$ cat src/rtl/core/cac_pkg.sv
`timescale 1ns / 1ps
// ----------------------------------------------------------------------------
// Current autorange controller package
// Shared types, register indexes and reset values of the autoranger.
// ----------------------------------------------------------------------------
package cac_pkg;

  localparam int unsigned LimitW  = 23;
  localparam int unsigned CountW  = 4;
  localparam int unsigned CalW    = 16;
  localparam int unsigned CurW    = 24;
  localparam int unsigned RangeW  = 2;
  localparam int unsigned ShuntW  = 3;
  localparam int unsigned CfgIdxW = 3;
  localparam int unsigned InDataW  = 32;
  localparam int unsigned OutDataW = 24;

  typedef enum logic [RangeW-1:0] {
    RANGE_LOW  = 2'd0,
    RANGE_MID  = 2'd1,
    RANGE_HIGH = 2'd2
  } range_e;

  typedef enum logic [CfgIdxW-1:0] {
    CFG_UP_LIMIT_LOW    = 3'd0,
    CFG_UP_LIMIT_MID    = 3'd1,
    CFG_DOWN_LIMIT_MID  = 3'd2,
    CFG_DOWN_LIMIT_HIGH = 3'd3,
    CFG_SAMPLES_NEEDED  = 3'd4,
    CFG_CAL_WORD_LOW    = 3'd5,
    CFG_CAL_WORD_MID    = 3'd6,
    CFG_CAL_WORD_HIGH   = 3'd7
  } cfg_idx_e;

  localparam logic [LimitW-1:0] UpLimitLowRst    = 23'd800;
  localparam logic [LimitW-1:0] UpLimitMidRst    = 23'd92000;
  localparam logic [LimitW-1:0] DownLimitMidRst  = 23'd700;
  localparam logic [LimitW-1:0] DownLimitHighRst = 23'd40000;
  localparam logic [CountW-1:0] SamplesNeededRst = 4'd1;
  localparam logic [CalW-1:0]   CalWordLowRst    = 16'd517;
  localparam logic [CalW-1:0]   CalWordMidRst    = 16'd602;
  localparam logic [CalW-1:0]   CalWordHighRst   = 16'd128;

  localparam logic [LimitW-1:0] MagMax = '1;

  typedef struct packed {
    logic [LimitW-1:0] up_limit_low;
    logic [LimitW-1:0] up_limit_mid;
    logic [LimitW-1:0] down_limit_mid;
    logic [LimitW-1:0] down_limit_high;
    logic [CountW-1:0] samples_needed;
    logic [CalW-1:0]   cal_word_low;
    logic [CalW-1:0]   cal_word_mid;
    logic [CalW-1:0]   cal_word_high;
  } cfg_t;

  typedef struct packed {
    logic              force_range;
    logic [LimitW-1:0] magnitude;
    logic [RangeW-1:0] forced_range;
  } item_t;

  typedef struct packed {
    logic              switched;
    logic [CalW-1:0]   cal_word;
    logic [ShuntW-1:0] shunt_select;
    logic [RangeW-1:0] active_range;
  } result_t;

endpackage

$ cat src/rtl/core/current_autorange_controller.sv
`timescale 1ns / 1ps
// ----------------------------------------------------------------------------
// Current autorange controller
// Three-range current autoranger with hysteresis and one-hot shunt select.
//
//   channel   direction  content
//   s_axis    in         tuser: action; tdata: current_ua[23:0], forced_range[25:24]
//   m_axis    out        tdata: active_range, shunt_select, cal_word, switched
//   cfg       in         cfg_we_i, cfg_index_i, cfg_data_i (write only)
//
// One transaction per cycle sustained while m_axis_tready is high; an
// accepted input is loaded into the input register, and the result register
// then loads the decision from it.
// Reset puts the block in the high range with a zero count and the
// documented register defaults. A stalled result holds; one more input
// transaction is taken into the input register while the result waits.
// ----------------------------------------------------------------------------
module current_autorange_controller (
  input  logic                          clk_i,
  input  logic                          rst_ni,
  input  logic                          s_axis_tvalid,
  output logic                          s_axis_tready,
  // [23:0] current_ua, [25:24] forced_range, [31:26] zero
  input  logic [cac_pkg::InDataW-1:0]   s_axis_tdata,
  // [0] action
  input  logic                          s_axis_tuser,
  output logic                          m_axis_tvalid,
  input  logic                          m_axis_tready,
  // [1:0] active_range, [4:2] shunt_select, [20:5] cal_word, [21] switched,
  // [23:22] zero
  output logic [cac_pkg::OutDataW-1:0]  m_axis_tdata,
  input  logic                          cfg_we_i,
  input  logic [cac_pkg::CfgIdxW-1:0]   cfg_index_i,
  input  logic [cac_pkg::LimitW-1:0]    cfg_data_i
);
  import cac_pkg::*;

  cfg_t    cfg;
  item_t   item;
  logic    item_valid;
  logic    item_ready;
  result_t res;

  cac_cfg_regs u_cfg_regs (
    .clk_i       (clk_i),
    .rst_ni      (rst_ni),
    .cfg_we_i    (cfg_we_i),
    .cfg_index_i (cfg_index_i),
    .cfg_data_i  (cfg_data_i),
    .cfg_o       (cfg)
  );

  cac_in_stage u_in_stage (
    .clk_i          (clk_i),
    .rst_ni         (rst_ni),
    .in_valid_i     (s_axis_tvalid),
    .in_ready_o     (s_axis_tready),
    .force_range_i  (s_axis_tuser),
    .current_ua_i   (s_axis_tdata[CurW-1:0]),
    .forced_range_i (s_axis_tdata[CurW+RangeW-1:CurW]),
    .item_valid_o   (item_valid),
    .item_ready_i   (item_ready),
    .item_o         (item)
  );

  cac_decide u_decide (
    .clk_i        (clk_i),
    .rst_ni       (rst_ni),
    .cfg_i        (cfg),
    .item_valid_i (item_valid),
    .item_ready_o (item_ready),
    .item_i       (item),
    .res_valid_o  (m_axis_tvalid),
    .res_ready_i  (m_axis_tready),
    .res_o        (res)
  );

  assign m_axis_tdata = {{(OutDataW-$bits(result_t)){1'b0}}, res};

endmodule

$ cat src/rtl/core/cac_cfg_regs.sv
`timescale 1ns / 1ps
// ----------------------------------------------------------------------------
// Autoranger configuration registers
// Thresholds, sample count and calibration words, written by index.
// ----------------------------------------------------------------------------
module cac_cfg_regs (
  input  logic                         clk_i,
  input  logic                         rst_ni,
  input  logic                         cfg_we_i,
  input  logic [cac_pkg::CfgIdxW-1:0]  cfg_index_i,
  input  logic [cac_pkg::LimitW-1:0]   cfg_data_i,
  output cac_pkg::cfg_t                cfg_o
);
  import cac_pkg::*;

  cfg_t cfg_q, cfg_d;

  always_comb begin
    cfg_d = cfg_q;
    if (cfg_we_i) begin
      case (cfg_idx_e'(cfg_index_i))
        CFG_UP_LIMIT_LOW:    cfg_d.up_limit_low    = cfg_data_i;
        CFG_UP_LIMIT_MID:    cfg_d.up_limit_mid    = cfg_data_i;
        CFG_DOWN_LIMIT_MID:  cfg_d.down_limit_mid  = cfg_data_i;
        CFG_DOWN_LIMIT_HIGH: cfg_d.down_limit_high = cfg_data_i;
        CFG_SAMPLES_NEEDED:  cfg_d.samples_needed  = cfg_data_i[CountW-1:0];
        CFG_CAL_WORD_LOW:    cfg_d.cal_word_low    = cfg_data_i[CalW-1:0];
        CFG_CAL_WORD_MID:    cfg_d.cal_word_mid    = cfg_data_i[CalW-1:0];
        CFG_CAL_WORD_HIGH:   cfg_d.cal_word_high   = cfg_data_i[CalW-1:0];
        default: ;
      endcase
    end
  end

  always_ff @(posedge clk_i or negedge rst_ni) begin
    if (!rst_ni) begin
      cfg_q.up_limit_low    <= UpLimitLowRst;
      cfg_q.up_limit_mid    <= UpLimitMidRst;
      cfg_q.down_limit_mid  <= DownLimitMidRst;
      cfg_q.down_limit_high <= DownLimitHighRst;
      cfg_q.samples_needed  <= SamplesNeededRst;
      cfg_q.cal_word_low    <= CalWordLowRst;
      cfg_q.cal_word_mid    <= CalWordMidRst;
      cfg_q.cal_word_high   <= CalWordHighRst;
    end else begin
      cfg_q <= cfg_d;
    end
  end

  assign cfg_o = cfg_q;

endmodule

$ cat src/rtl/core/cac_in_stage.sv
`timescale 1ns / 1ps
// ----------------------------------------------------------------------------
// Autoranger input stage
// Registers one sample or force transaction and its saturated magnitude.
// ----------------------------------------------------------------------------
module cac_in_stage (
  input  logic                        clk_i,
  input  logic                        rst_ni,
  input  logic                        in_valid_i,
  output logic                        in_ready_o,
  input  logic                        force_range_i,
  input  logic [cac_pkg::CurW-1:0]    current_ua_i,
  input  logic [cac_pkg::RangeW-1:0]  forced_range_i,
  output logic                        item_valid_o,
  input  logic                        item_ready_i,
  output cac_pkg::item_t              item_o
);
  import cac_pkg::*;

  logic              valid_q, valid_d;
  item_t             item_q, item_d;
  logic [CurW-1:0]   neg_cur;
  logic [LimitW-1:0] mag;
  logic              load;

  always_comb begin
    neg_cur = -current_ua_i;
    if (!current_ua_i[CurW-1]) begin
      mag = current_ua_i[LimitW-1:0];
    end else if (neg_cur[CurW-1]) begin
      mag = MagMax;
    end else begin
      mag = neg_cur[LimitW-1:0];
    end
  end

  assign in_ready_o = !valid_q || item_ready_i;
  assign load       = in_valid_i && in_ready_o;

  always_comb begin
    valid_d = valid_q;
    item_d  = item_q;
    if (in_ready_o) begin
      valid_d = in_valid_i;
    end
    if (load) begin
      item_d.force_range  = force_range_i;
      item_d.magnitude    = mag;
      item_d.forced_range = forced_range_i;
    end
  end

  always_ff @(posedge clk_i or negedge rst_ni) begin
    if (!rst_ni) begin
      valid_q <= 1'b0;
    end else begin
      valid_q <= valid_d;
    end
  end

  always_ff @(posedge clk_i) begin
    item_q <= item_d;
  end

  assign item_valid_o = valid_q;
  assign item_o       = item_q;

endmodule

$ cat src/rtl/core/cac_decide.sv
`timescale 1ns / 1ps
// ----------------------------------------------------------------------------
// Autoranger decision stage
// Holds range and out-of-band count, registers one result per transaction.
// ----------------------------------------------------------------------------
module cac_decide (
  input  logic           clk_i,
  input  logic           rst_ni,
  input  cac_pkg::cfg_t  cfg_i,
  input  logic           item_valid_i,
  output logic           item_ready_o,
  input  cac_pkg::item_t item_i,
  output logic           res_valid_o,
  input  logic           res_ready_i,
  output cac_pkg::result_t res_o
);
  import cac_pkg::*;

  range_e            range_q, range_d;
  logic [CountW-1:0] count_q, count_d;
  logic              res_valid_q, res_valid_d;
  result_t           res_q, res_d;
  logic [CountW-1:0] count_inc;
  logic              out_of_band;
  logic              move;
  range_e            target;
  logic              fire;

  assign item_ready_o = !res_valid_q || res_ready_i;
  assign fire         = item_valid_i && item_ready_o;
  assign count_inc    = count_q + 1'b1;
  assign move         = out_of_band && (count_inc >= cfg_i.samples_needed);

  always_comb begin
    out_of_band = 1'b0;
    target      = range_q;
    case (range_q)
      RANGE_LOW: begin
        out_of_band = item_i.magnitude > cfg_i.up_limit_low;
        target      = RANGE_MID;
      end
      RANGE_MID: begin
        if (item_i.magnitude > cfg_i.up_limit_mid) begin
          out_of_band = 1'b1;
          target      = RANGE_HIGH;
        end else if (item_i.magnitude < cfg_i.down_limit_mid) begin
          out_of_band = 1'b1;
          target      = RANGE_LOW;
        end
      end
      default: begin
        out_of_band = item_i.magnitude < cfg_i.down_limit_high;
        target      = RANGE_MID;
      end
    endcase
  end

  always_comb begin
    range_d     = range_q;
    count_d     = count_q;
    res_valid_d = res_valid_q;
    res_d       = res_q;
    if (item_ready_o) begin
      res_valid_d = item_valid_i;
    end
    if (fire) begin
      res_d.switched = 1'b0;
      if (item_i.force_range) begin
        if (item_i.forced_range <= RANGE_HIGH) begin
          range_d = range_e'(item_i.forced_range);
          count_d = '0;
        end
      end else if (move) begin
        range_d        = target;
        count_d        = '0;
        res_d.switched = 1'b1;
      end else if (out_of_band) begin
        count_d = count_inc;
      end else begin
        count_d = '0;
      end
      res_d.active_range = range_d;
      case (range_d)
        RANGE_LOW: begin
          res_d.shunt_select = 3'b001;
          res_d.cal_word     = cfg_i.cal_word_low;
        end
        RANGE_MID: begin
          res_d.shunt_select = 3'b010;
          res_d.cal_word     = cfg_i.cal_word_mid;
        end
        default: begin
          res_d.shunt_select = 3'b100;
          res_d.cal_word     = cfg_i.cal_word_high;
        end
      endcase
    end
  end

  always_ff @(posedge clk_i or negedge rst_ni) begin
    if (!rst_ni) begin
      range_q     <= RANGE_HIGH;
      count_q     <= '0;
      res_valid_q <= 1'b0;
    end else begin
      range_q     <= range_d;
      count_q     <= count_d;
      res_valid_q <= res_valid_d;
    end
  end

  always_ff @(posedge clk_i) begin
    res_q <= res_d;
  end

  assign res_valid_o = res_valid_q;
  assign res_o       = res_q;

endmodule
$ cat config.mk
export PLATFORM = sky130hd
export DESIGN_NAME = current_autorange_controller
export DESIGN_NICKNAME = d
export VERILOG_FILES = /design/src/rtl/core/cac_pkg.sv /design/src/rtl/core/current_autorange_controller.sv /design/src/rtl/core/cac_cfg_regs.sv /design/src/rtl/core/cac_in_stage.sv /design/src/rtl/core/cac_decide.sv
export SDC_FILE = /design/constraint.sdc
export NUM_CORES = 1
export LEC_CHECK = 0
export BUFFER_PORTS_ARGS = -buffer_cell sky130_fd_sc_hd__buf_2
export CAP_MARGIN = 10
export CORE_MARGIN = 2
export CORE_UTILIZATION = 26
export DETAILED_ROUTE_END_ITERATION = 16
export PLACE_DENSITY_LB_ADDON = 0.05
export SYNTH_ARGS = -nofsm -noshare
export SYNTH_HDL_FRONTEND = slang
export SYNTH_SLANG_ARGS = --single-unit
$ cat constraint.sdc
create_clock -name clk_i -period 7.1 [get_ports clk_i]
set_clock_uncertainty 0.1 [all_clocks]
set_input_delay 0.71 -clock clk_i [delete_from_list [all_inputs] [get_ports clk_i]]
set_output_delay 0.71 -clock clk_i [all_outputs]
set_load 0.02 [all_outputs]
# Word level (Yosys, flattened, before mapping)
# Index checks and enable logic that the tools add are counted.
# word_totals
ff_bits,200
latchBits,0
ramBits,0
rom_bits,0
input_bits,64
output_inout_bits,26
n_memories,0
# op_classes
addsub,2
n_mul,0
n_div,0
order_cmp,6
n_eq_ne,10
shifts,0
muxes,18
bitwise,0
reduce_logical,19
# op_table
cell,n
$gt A23 B23 Y1,2
$lt A23 B23 Y1,2
$mux W23,2
$pmux W19 S2,1
$neg A24 Y24,1
$reduce_and A2 Y1,9
$mux W4,4
$mux W2,7
$eq A3 B3 Y1 const B,4
$eq A3 B2 Y1 const B,2
$add A4 B1 Y4 const B,1
$eq A2 B1 Y1 const B,2
$ge A4 B4 Y1,1
$logic_not A2 Y1,2
$eq A3 B1 Y1 const B,1
$logic_and A1 B1 Y1,3
$logic_not A3 Y1,1
$mux W1,3
$le A2 B2 Y1 const B,1
$logic_not A1 Y1,2
$logic_or A1 B1 Y1,2
$ne A2 B1 Y1 const B,1
$pmux W1 S2,1

# Longest topological paths before layout
# Gate-level depths: netlist of the first run.
# logic_depth
ltp_word,10
ltp_mapped,13
mapped_depth_nobuf,11

# By module
# From an unflattened synthesis of the first run, not the netlist that was laid out.
# hier_totals
hier_cells,969
hier_area_um2,11192.0
# modules_own_cells
module,instances,cells_each,area_each_um2,seq_area_each_um2
cac_cfg_regs,1,313,5524.0,3643.5
cac_decide,1,522,4124.0,837.1
cac_in_stage,1,131,1525.2,805.8
current_autorange_controller,1,3,18.8,0.0

# Worst setup path before layout of the first run
# OpenSTA, ideal clock, no wires.
# synth_path
path_type,flip-flop to flip-flop
from,reg u_cfg_regs.cfg_q (netlist bit u_cfg_regs.cfg_o[129])
to,"reg u_decide.res_q (netlist bit u_decide.res_o[12]), data pin"
setup_time_ns,0.267
arrival_ns,2.831
t_required_ns,6.733
path_slack_ns,3.902
stages_incl_launch_ff,13
path_buffers,2
cell_sequence,dfstp_2 -> inv_1 -> ha_1 -> a21oi_1 -> o21ai_0 -> a2111oi_0 -> o211ai_1 -> o21a_1 -> a311oi_1 -> or2_2 -> buf_4 -> buf_4 -> o211ai_1
# synth_via
elab_chain_cells,8
# synth_rtl
item,line_no,text
"start, declared",cac_cfg_regs.sv:16,"cfg_t cfg_q, cfg_d;"
"start signal, assigned",cac_cfg_regs.sv:46,cfg_q <= cfg_d;
$gt A23 B23 Y1 (*),cac_decide.sv:39,out_of_band = item_i.magnitude > cfg_i.up_limit_low;
$pmux W1 S2 (*),cac_decide.sv:37,case (range_q)
$logic_and A1 B1 Y1 (*),cac_decide.sv:32,assign move = out_of_band && (count_inc >= cfg_i.samples_needed);
$mux W2 (*),cac_decide.sv:73,end else if (move) begin
$mux W2 (*),cac_decide.sv:68,if (item_i.force_range) begin
$mux W2 (*),cac_decide.sv:66,if (fire) begin
$eq A2 B1 Y1 or $logic_not A2 Y1 (tied branches),cac_decide.sv:83,case (range_d)
$pmux W19 S2 (*),cac_decide.sv:83,
"end signal, assigned",cac_decide.sv:113,res_q <= res_d;
"end, declared",cac_decide.sv:22,"result_t res_q, res_d;"
# Every way passes the cells marked *; elsewhere a longest branch is shown, timed or not. The select of a mux whose other input is x is not followed.
# A chain may end at the register's enable or synchronous reset.

# Worst setup path after layout of the first run
# layout_path
from,reg u_decide.count_q[0]
to,"reg u_decide.res_q (netlist bit u_decide.res_o[5]), data pin"
# layout_via
elab_chain_cells,8
# layout_rtl
item,line_no,text
"start, declared",cac_decide.sv:20,"logic [CountW-1:0] count_q, count_d;"
"start signal, assigned",cac_decide.sv:107,count_q <= count_d;
$add A4 B1 Y4 (*),cac_decide.sv:31,assign count_inc = count_q + 1'b1;
$ge A4 B4 Y1 (*),cac_decide.sv:32,
$logic_and A1 B1 Y1 (*),cac_decide.sv:32,
$mux W2 (*),cac_decide.sv:73,
$mux W2 (*),cac_decide.sv:68,
$mux W2 (*),cac_decide.sv:66,
$eq A2 B1 Y1 or $logic_not A2 Y1 (tied branches),cac_decide.sv:83,
$pmux W19 S2 (*),cac_decide.sv:83,
# Marks and branches as above.

==> results of run 1 <==
-- cell type report --
class                   instances  area (um^2)
fillers                      4127        27800
flip-flops and latches        200         5290
clock inverters                10          126
inverters                     105          394
well taps                     525          657
repair buffers                 92          494
multi-input cells             663         4740
clock buffers                  22          454
-- path summary, 6_finish.rpt --
path / end / from / slack, ns
min reg2reg: u_decide.res_valid_o / u_in_stage.item_valid_o / 0.39
min: u_cfg_regs.cfg_o[12] / rst_ni / 0.32
max in group asynchronous: u_decide.count_q[3] / rst_ni / 5.20
max: u_decide.res_o[5] / u_decide.count_q[0] / 2.64
min in group clk_i: u_in_stage.item_o[0] / s_axis_tdata[24] / 0.34
max reg2reg: u_decide.res_o[5] / u_decide.count_q[0] / 2.64
-- state kept, by name, summed over array words and instances, names as in the netlist --
register                 cells
u_cfg_regs.cfg_o           144
u_decide.res_valid_o         1
u_decide.res_o              22
u_in_stage.item_valid_o      1
u_decide.count_q             4
u_decide.range_q             2
u_in_stage.item_o           26
-- metrics by stage --
step	hold WS, ns	cells	worst slack (ns)	utilization
2_1_floorplan	0.314	1004	3.90	-
3_3_place_gp	0.378	1585	2.50	0.290
3_5_place_dp	0.383	1585	2.50	0.290
4_1_cts	0.306	1617	2.50	0.304
5_1_grt	0.311	1617	2.27	0.304
6_report	0.316	1617	2.64	0.304
-- metal layers --
| layer | vias up | global-route usage | part of all wire |
|---|---|---|---|
| li1 | 3652 | - | - |
| met1 | 3420 | 0.192 | 0.49 |
| met2 | 91 | 0.239 | 0.47 |
| met3 | 14 | 0.0217 | 0.027 |
| met4 | 0 | 0.0370 | 0.010 |
| met5 | - | 0 | 0 |
-- power groups by stage --
stage / combinational (mW) / clock [mW] / sequential (mW)
finish: 0.881 / 0.999 / 1.56
global route: 1.03 / 1.09 / 1.59
CTS: 0.909 / 1.05 / 1.57
detailed placement: 0.905 / 0 / 1.59
global placement: 0.897 / 0 / 1.58
floorplan: 0.588 / 0 / 1.59
-- kinds of logic after synthesis --
logic type,count (synthesis),share of synthesized area
other cells,1,0.000355
buf+inv,141,0.0533
flops,200,0.501
xor+xnor,21,0.0174
compound gates,209,0.119
mux,75,0.0800
fa+ha+maj,96,0.114
simple gates,260,0.115
-- cell usage in the layout (no fill, tap or decap), types with 3 or more instances in the layout --
cell type,instances
a211oi_1,4
a21o_1,3
a21oi_1,40
a31oi_1,6
buf_2,80
buf_4,11
bufinv_16,3
clkbuf_1,4
clkbuf_16,17
clkinv_1,3
clkinv_2,4
dfrtp_1,119
dfstp_2,33
edfxtp_1,48
ha_1,96
inv_1,104
mux2_2,75
nand2_1,164
nand2b_1,10
nand3_1,14
nand3b_1,3
nand4_1,15
nand4b_1,3
nor2_1,16
nor2b_1,4
nor3_1,7
nor4_1,4
o211ai_1,33
o21a_1,4
o21ai_0,95
o31ai_1,5
xor2_1,19
-- critical path: cells and delay by family (launching register included) --
kind	cells	cell delay [ns]
xor gates and xnor gates	1	0.18
adders and majority gates	2	0.53
and+or+nand+nor	4	0.73
AOI/OAI and AO/OA	3	1.37
DFF	1	0.44
buffers and inverters	1	0.83
==> flow_metrics.env, run 1 <==
export IMPL_synth_avg_cell_area_um2=10.5
export IMPL_pwr_share_seq=0.454
export IMPL_yosysTopAreaCellShare=0.282
export IMPL_synthArstFlopShare=0.760
export IMPL_clk_pin_slew_ns=0.08
export IMPL_io_pins=90
export IMPL_worstSetupEndpointType="flip-flop"
export IMPL_rr_worst_depth=11
export IMPL_clockBufferDepth=2
export IMPL_post_route_period_util=0.628
export IMPL_worst_path_largest_cell_delay_ns=0.83
export IMPL_switching_share=0.311
export IMPL_h_tree_depth=4
export IMPL_clk_latency_ns=0.45
export IMPL_dieArea_um2=42200
export IMPL_setup_tns_ns=0
export IMPL_worst_pin_slew_ns=1.10
export IMPL_die_y_um=206
export IMPL_rsz0062_at_grt="false"
export IMPL_cts_setup_buffers=0
export IMPL_io_buffers=81
export IMPL_crit_arrival_ns=4.53
export IMPL_routed_wl_um=28300
export IMPL_cp_common_cell="nand2_1"
export IMPL_synth_cell_types=60
export IMPL_vias=7177
export IMPL_synth_most_common_cell="nand2_1"
export IMPL_synth_edff_count=48
export IMPL_cts_buffers=17
export IMPL_netlist_area_um2=10600
export IMPL_syn_inst=1003
export IMPL_powerDensity_nw_per_um2=283
export IMPL_p_int_mw=2.37
export IMPL_ir_worst_vdd_v=0.000111
export IMPL_first_pass_iters=4
export IMPL_cp_required_ns=7.17
export IMPL_ys_seq_area_frac=0.501
export IMPL_cts_tree="built"
export IMPL_synth_area_leaders="dfrtp_1 (28%), edfxtp_1 (14%), ha_1 (11%), dfstp_2 (8.2%), mux2_2 (8.0%)"
export IMPL_ys_ff_latch=200
export IMPL_grt_pass1_wl_um=44800
export IMPL_die_w_um=206
export IMPL_drcViolationCount=0
export IMPL_dp_final_hpwl_um=19800
export IMPL_crit_fanout=35
export IMPL_setup_viol=0
export IMPL_drive_above_1_share=0.223
export IMPL_rows=73
export IMPL_p_total_mw=3.44
export IMPL_cp_slowest_cell="clkinv_1"
export IMPL_p_comb_frac=0.256
export IMPL_leakage_nw=5.29
export IMPL_stdcell_area_um2=12200
export IMPL_drtAntennaViolNets=0
export IMPL_num_antenna_cells=0
export IMPL_cp_cell_sequence="ha_1, xor2_1, ha_1, nand2_1, o21ai_0, nand2_1, nor3_1, o221a_2, clkinv_1, nand2_1, o211ai_1"
export IMPL_outcome="complete, no violations"
export IMPL_core_area_um2=39900
export IMPL_drv_cap=0
export IMPL_drt_iter0_drc=318
export IMPL_grt_ovfl_total=0
export IMPL_cp_start_kind="flip-flop"
export IMPL_clock_sinks=200
export IMPL_synth_main_ff_cell="dfrtp_1"
export IMPL_wl_per_cell_um=17.5
export IMPL_timing_hold_worst_class="input pin to asynchronous set/reset pin"
export IMPL_placed_area_um2=11600
export IMPL_vias_per_cell=4.44
export IMPL_synth_common_cells="nand2_1 (164), dfrtp_1 (119), inv_1 (104), ha_1 (96), o21ai_0 (95)"
export IMPL_final_nets=1239
export IMPL_fin_crit_ns=4.46
export IMPL_root_buffer="clkbuf_16"
export IMPL_antenna_found_initial=0
export IMPL_max_freq_ghz=0.224
export IMPL_power_share_clock=0.290
export IMPL_track_usage=0.143
export IMPL_critPathKind="flip-flop to flip-flop"
export IMPL_cts_hold_buf=0
export IMPL_grt_start_max_net_pins=101
export IMPL_finalHoldViolations=0
export IMPL_area_growth_pct=15.1
export IMPL_yosys_area_top_type="dfrtp_1"
export IMPL_slew_headroom=0.266
export IMPL_grt_pass1_vias=7518
export IMPL_ctsResizeCount=0
export IMPL_ys_warn_count=0
export IMPL_slew_viol_final=0
export IMPL_place_gp_congestion=0.710
export IMPL_power_switching_mw=1.07
export IMPL_initial_core_util=0.265
Power figures use the tool's default switching activity.
==> inputs of run 2 (changes only) <==
ABC_AREA = 1   (was default)
clock period = 4.5 ns   (was 7.1 ns; I/O delays follow)
==> flow_metrics.env, run 2 <==
export IMPL_outcome="complete, but fails checks"
export IMPL_violations="hold timing"
export IMPL_switching_share=0.357
export IMPL_cp_start_kind="flip-flop"
export IMPL_rows=74
export IMPL_synth_common_cells="nand2_1 (310), inv_1 (173), o21ai_0 (154), dfrtp_1 (119), ha_1 (96)"
export IMPL_crit_arrival_ns=3.32
export IMPL_num_antenna_cells=0
export IMPL_dieArea_um2=42800
export IMPL_leakage_nw=5.91
export IMPL_dp_final_hpwl_um=20200
export IMPL_power_share_clock=0.275
export IMPL_p_comb_frac=0.278
export IMPL_vias_per_cell=4.33
export IMPL_clockBufferDepth=2
export IMPL_crit_fanout=21
export IMPL_power_switching_mw=2.00
export IMPL_synth_main_ff_cell="dfrtp_1"
export IMPL_pwr_share_seq=0.447
export IMPL_p_int_mw=3.61
export IMPL_placed_area_um2=11700
export IMPL_cts_buffers=17
export IMPL_setup_tns_ns=0
export IMPL_vias=8017
export IMPL_muxShareOfSynthArea=0
export IMPL_syn_inst=1233
export IMPL_timing_hold_worst_class="input pin to asynchronous set/reset pin"
export IMPL_max_freq_ghz=0.310
export IMPL_pre_cts_ws_ns=1.18
export IMPL_post_route_period_util=0.718
export IMPL_drive_above_1_share=0.148
export IMPL_synth_area_leaders="dfrtp_1 (28%), edfxtp_1 (13%), ha_1 (11%), nand2_1 (11%), dfstp_2 (8.1%)"
export IMPL_wl_per_cell_um=15.1
export IMPL_synthAdderAreaFrac=0.112
export IMPL_synth_avg_cell_area_um2=8.68
export IMPL_core_area_um2=40700
export IMPL_clk_latency_ns=0.46
export IMPL_worst_pin_slew_ns=1.06
export IMPL_drv_cap=0
export IMPL_crit_end="u_decide.res_o[11]"
export IMPL_finalWorstSetupSlack_ns=1.27
export IMPL_grt_ovfl_total=0
export IMPL_largest_reg_flops=144
export IMPL_worstReg2RegEnd="u_decide.res_o[11]"
export IMPL_cts_setup_buffers=0
export IMPL_clock_sinks=200
export IMPL_routed_wl_um=28000
export IMPL_grt_pass1_wl_um=45500
export IMPL_io_buffers=81
export IMPL_die_w_um=207
export IMPL_synth_edff_count=48
export IMPL_antenna_found_initial=1
export IMPL_slew_viol_final=0
export IMPL_area_growth_pct=14.4
export IMPL_finalHoldViolations=19
export IMPL_synth_xor_area_share=0.00409
export IMPL_rsz0062_at_grt="false"
export IMPL_crit_start="u_in_stage.item_o[16]"
export IMPL_ys_warn_count=0
export IMPL_hold_slack_ns=-0.0606
export IMPL_rrSetupSlack_ns=1.27
export IMPL_clk_pin_slew_ns=0.08
export IMPL_drt_iter0_drc=433
export IMPL_h_tree_depth=4
export IMPL_ir_worst_vdd_v=0.000184
export IMPL_layout_commonest_cell="nand2_1"
export IMPL_yosys_area_top_type="dfrtp_1"
export IMPL_track_usage=0.140
export IMPL_rr_worst_depth=14
export IMPL_synth_top_family_by_area="simple AND/OR/NAND/NOR gates"
export IMPL_synth_cell_types=40
export IMPL_grt_start_max_net_pins=89
export IMPL_final_cell_mix="nand2_1 (310), inv_1 (173), o21ai_0 (154), dfrtp_1 (119), ha_1 (96)"
export IMPL_grt_pass1_vias=7936
export IMPL_powerDensity_nw_per_um2=458
export IMPL_fin_crit_ns=3.23
export IMPL_synth_most_common_cell="nand2_1"
export IMPL_ys_ff_latch=200
export IMPL_cts_tree="built"
export IMPL_netlist_area_um2=10700
export IMPL_drcViolationCount=0
export IMPL_yosysTopAreaCellShare=0.278
export IMPL_critPathKind="flip-flop to flip-flop"
export IMPL_synthArstFlopShare=0.760
export IMPL_r2r_start="u_in_stage.item_o[16]"
export IMPL_place_gp_congestion=0.745
export IMPL_yosys_area_share_simple=0.200
export IMPL_place_inst=1821
export IMPL_final_nets=1468
export IMPL_drtAntennaViolNets=0
export IMPL_io_pins=90
export IMPL_slew_headroom=0.293
export IMPL_die_y_um=207
export IMPL_worstSetupEndpointType="flip-flop"
export IMPL_initial_core_util=0.263
export IMPL_ys_seq_area_frac=0.494
export IMPL_synth_compound_area_frac=0.110
export IMPL_first_pass_iters=4
export IMPL_setup_viol=0
export IMPL_final_cells=1853
export IMPL_cts_hold_buf=0
export IMPL_root_buffer="clkbuf_16"
export IMPL_stdcell_area_um2=12200
export IMPL_ctsResizeCount=0
export IMPL_cp_required_ns=4.59
## run 2: changes by cell type after synthesis, moves of 6 or more
cell and change:
mux2_2 -75, or2_2 +6, o211ai_1 -32, nand3_1 +43, o21ai_0 +59, a21oi_1 +25
nand2_1 +146, nor2_1 +50, xor2_1 -17, o31ai_1 -6, nand2b_1 -10, inv_1 +69
nand3_2 +11
## run 2: cell families (layout without fill, tap and decap cells)
| group | count (synthesis) | in the layout |
|---|---|---|
| AND/OR/NAND/NOR | 489 | 489 |
| buffers and inverters | 212 | 299 |
| XOR/XNOR | 5 | 5 |
| AO/OA/AOI/OAI | 230 | 230 |
| other | 1 | 2 |
| adder cells (fa/ha/maj) | 96 | 96 |
| flip-flops | 200 | 200 |
## run 2: how the worst min path moves through the flow
stage,end,slack [ns]
3_5_place_dp,u_cfg_regs.cfg_o[68],0.37
4_1_cts,u_cfg_regs.cfg_o[33],0.004
6_report,u_cfg_regs.cfg_o[33],-0.06
5_1_grt,u_cfg_regs.cfg_o[33],0.006
3_3_place_gp,u_cfg_regs.cfg_o[27],0.37
2_1_floorplan,u_cfg_regs.cfg_o[0],0.05
## run 2: cell type report
type                            instances  area [um^2]
Inverter                              177          664
Timing Repair Buffer                   90          492
Multi-Input combinational cell        822         4570
Fill cell                            4417        28500
Clock inverter                         14          128
Sequential cell                       200         5290
Clock buffer                           18          439
Tap cell                              532          666
## run 2: power by group through the flow
stage / logic, mW / clock network [mW] / registers [mW]
CTS: 1.62 / 1.61 / 2.51
global route: 1.85 / 1.69 / 2.56
global placement: 1.59 / 0 / 2.55
detailed placement: 1.61 / 0 / 2.55
floorplan: 1.10 / 0 / 2.58
finish: 1.56 / 1.54 / 2.51
## run 2: layer usage
| metal | track usage | wire [um] |
|---|---|---|
| met3 | 0.0259 | 784 |
| met4 | 0.0304 | 234 |
| met5 | 0 | 0 |
| met1 | 0.204 | 14800 |
| met2 | 0.217 | 12200 |
## run 2: critical path, cell delays in order (launching register included)
cell and delay, ns:
edfxtp_1 0.51, ha_1 0.35, nand2_1 0.08, nor2_1 0.14, nand4_1 0.20, nor3_1 0.17
o21ai_0 0.10, nand3_1 0.15, nand2_1 0.14, nand4_1 0.15, nand3_2 0.12, nand2_4 0.28
inv_2 0.24, nand3_1 0.12, nand3_1 0.09
## run 2: metrics by stage
| step | hold slack, ns | power, mW | util |
|---|---|---|---|
| 6_report | -0.0606 | 5.61 | 0.301 |
| 5_1_grt | 0.00642 | 6.10 | 0.301 |
| 4_1_cts | 0.00398 | 5.74 | 0.301 |
| 3_5_place_dp | 0.374 | 4.16 | 0.287 |
| 3_3_place_gp | 0.367 | 4.14 | 0.287 |
| 2_1_floorplan | 0.0544 | 3.67 | - |
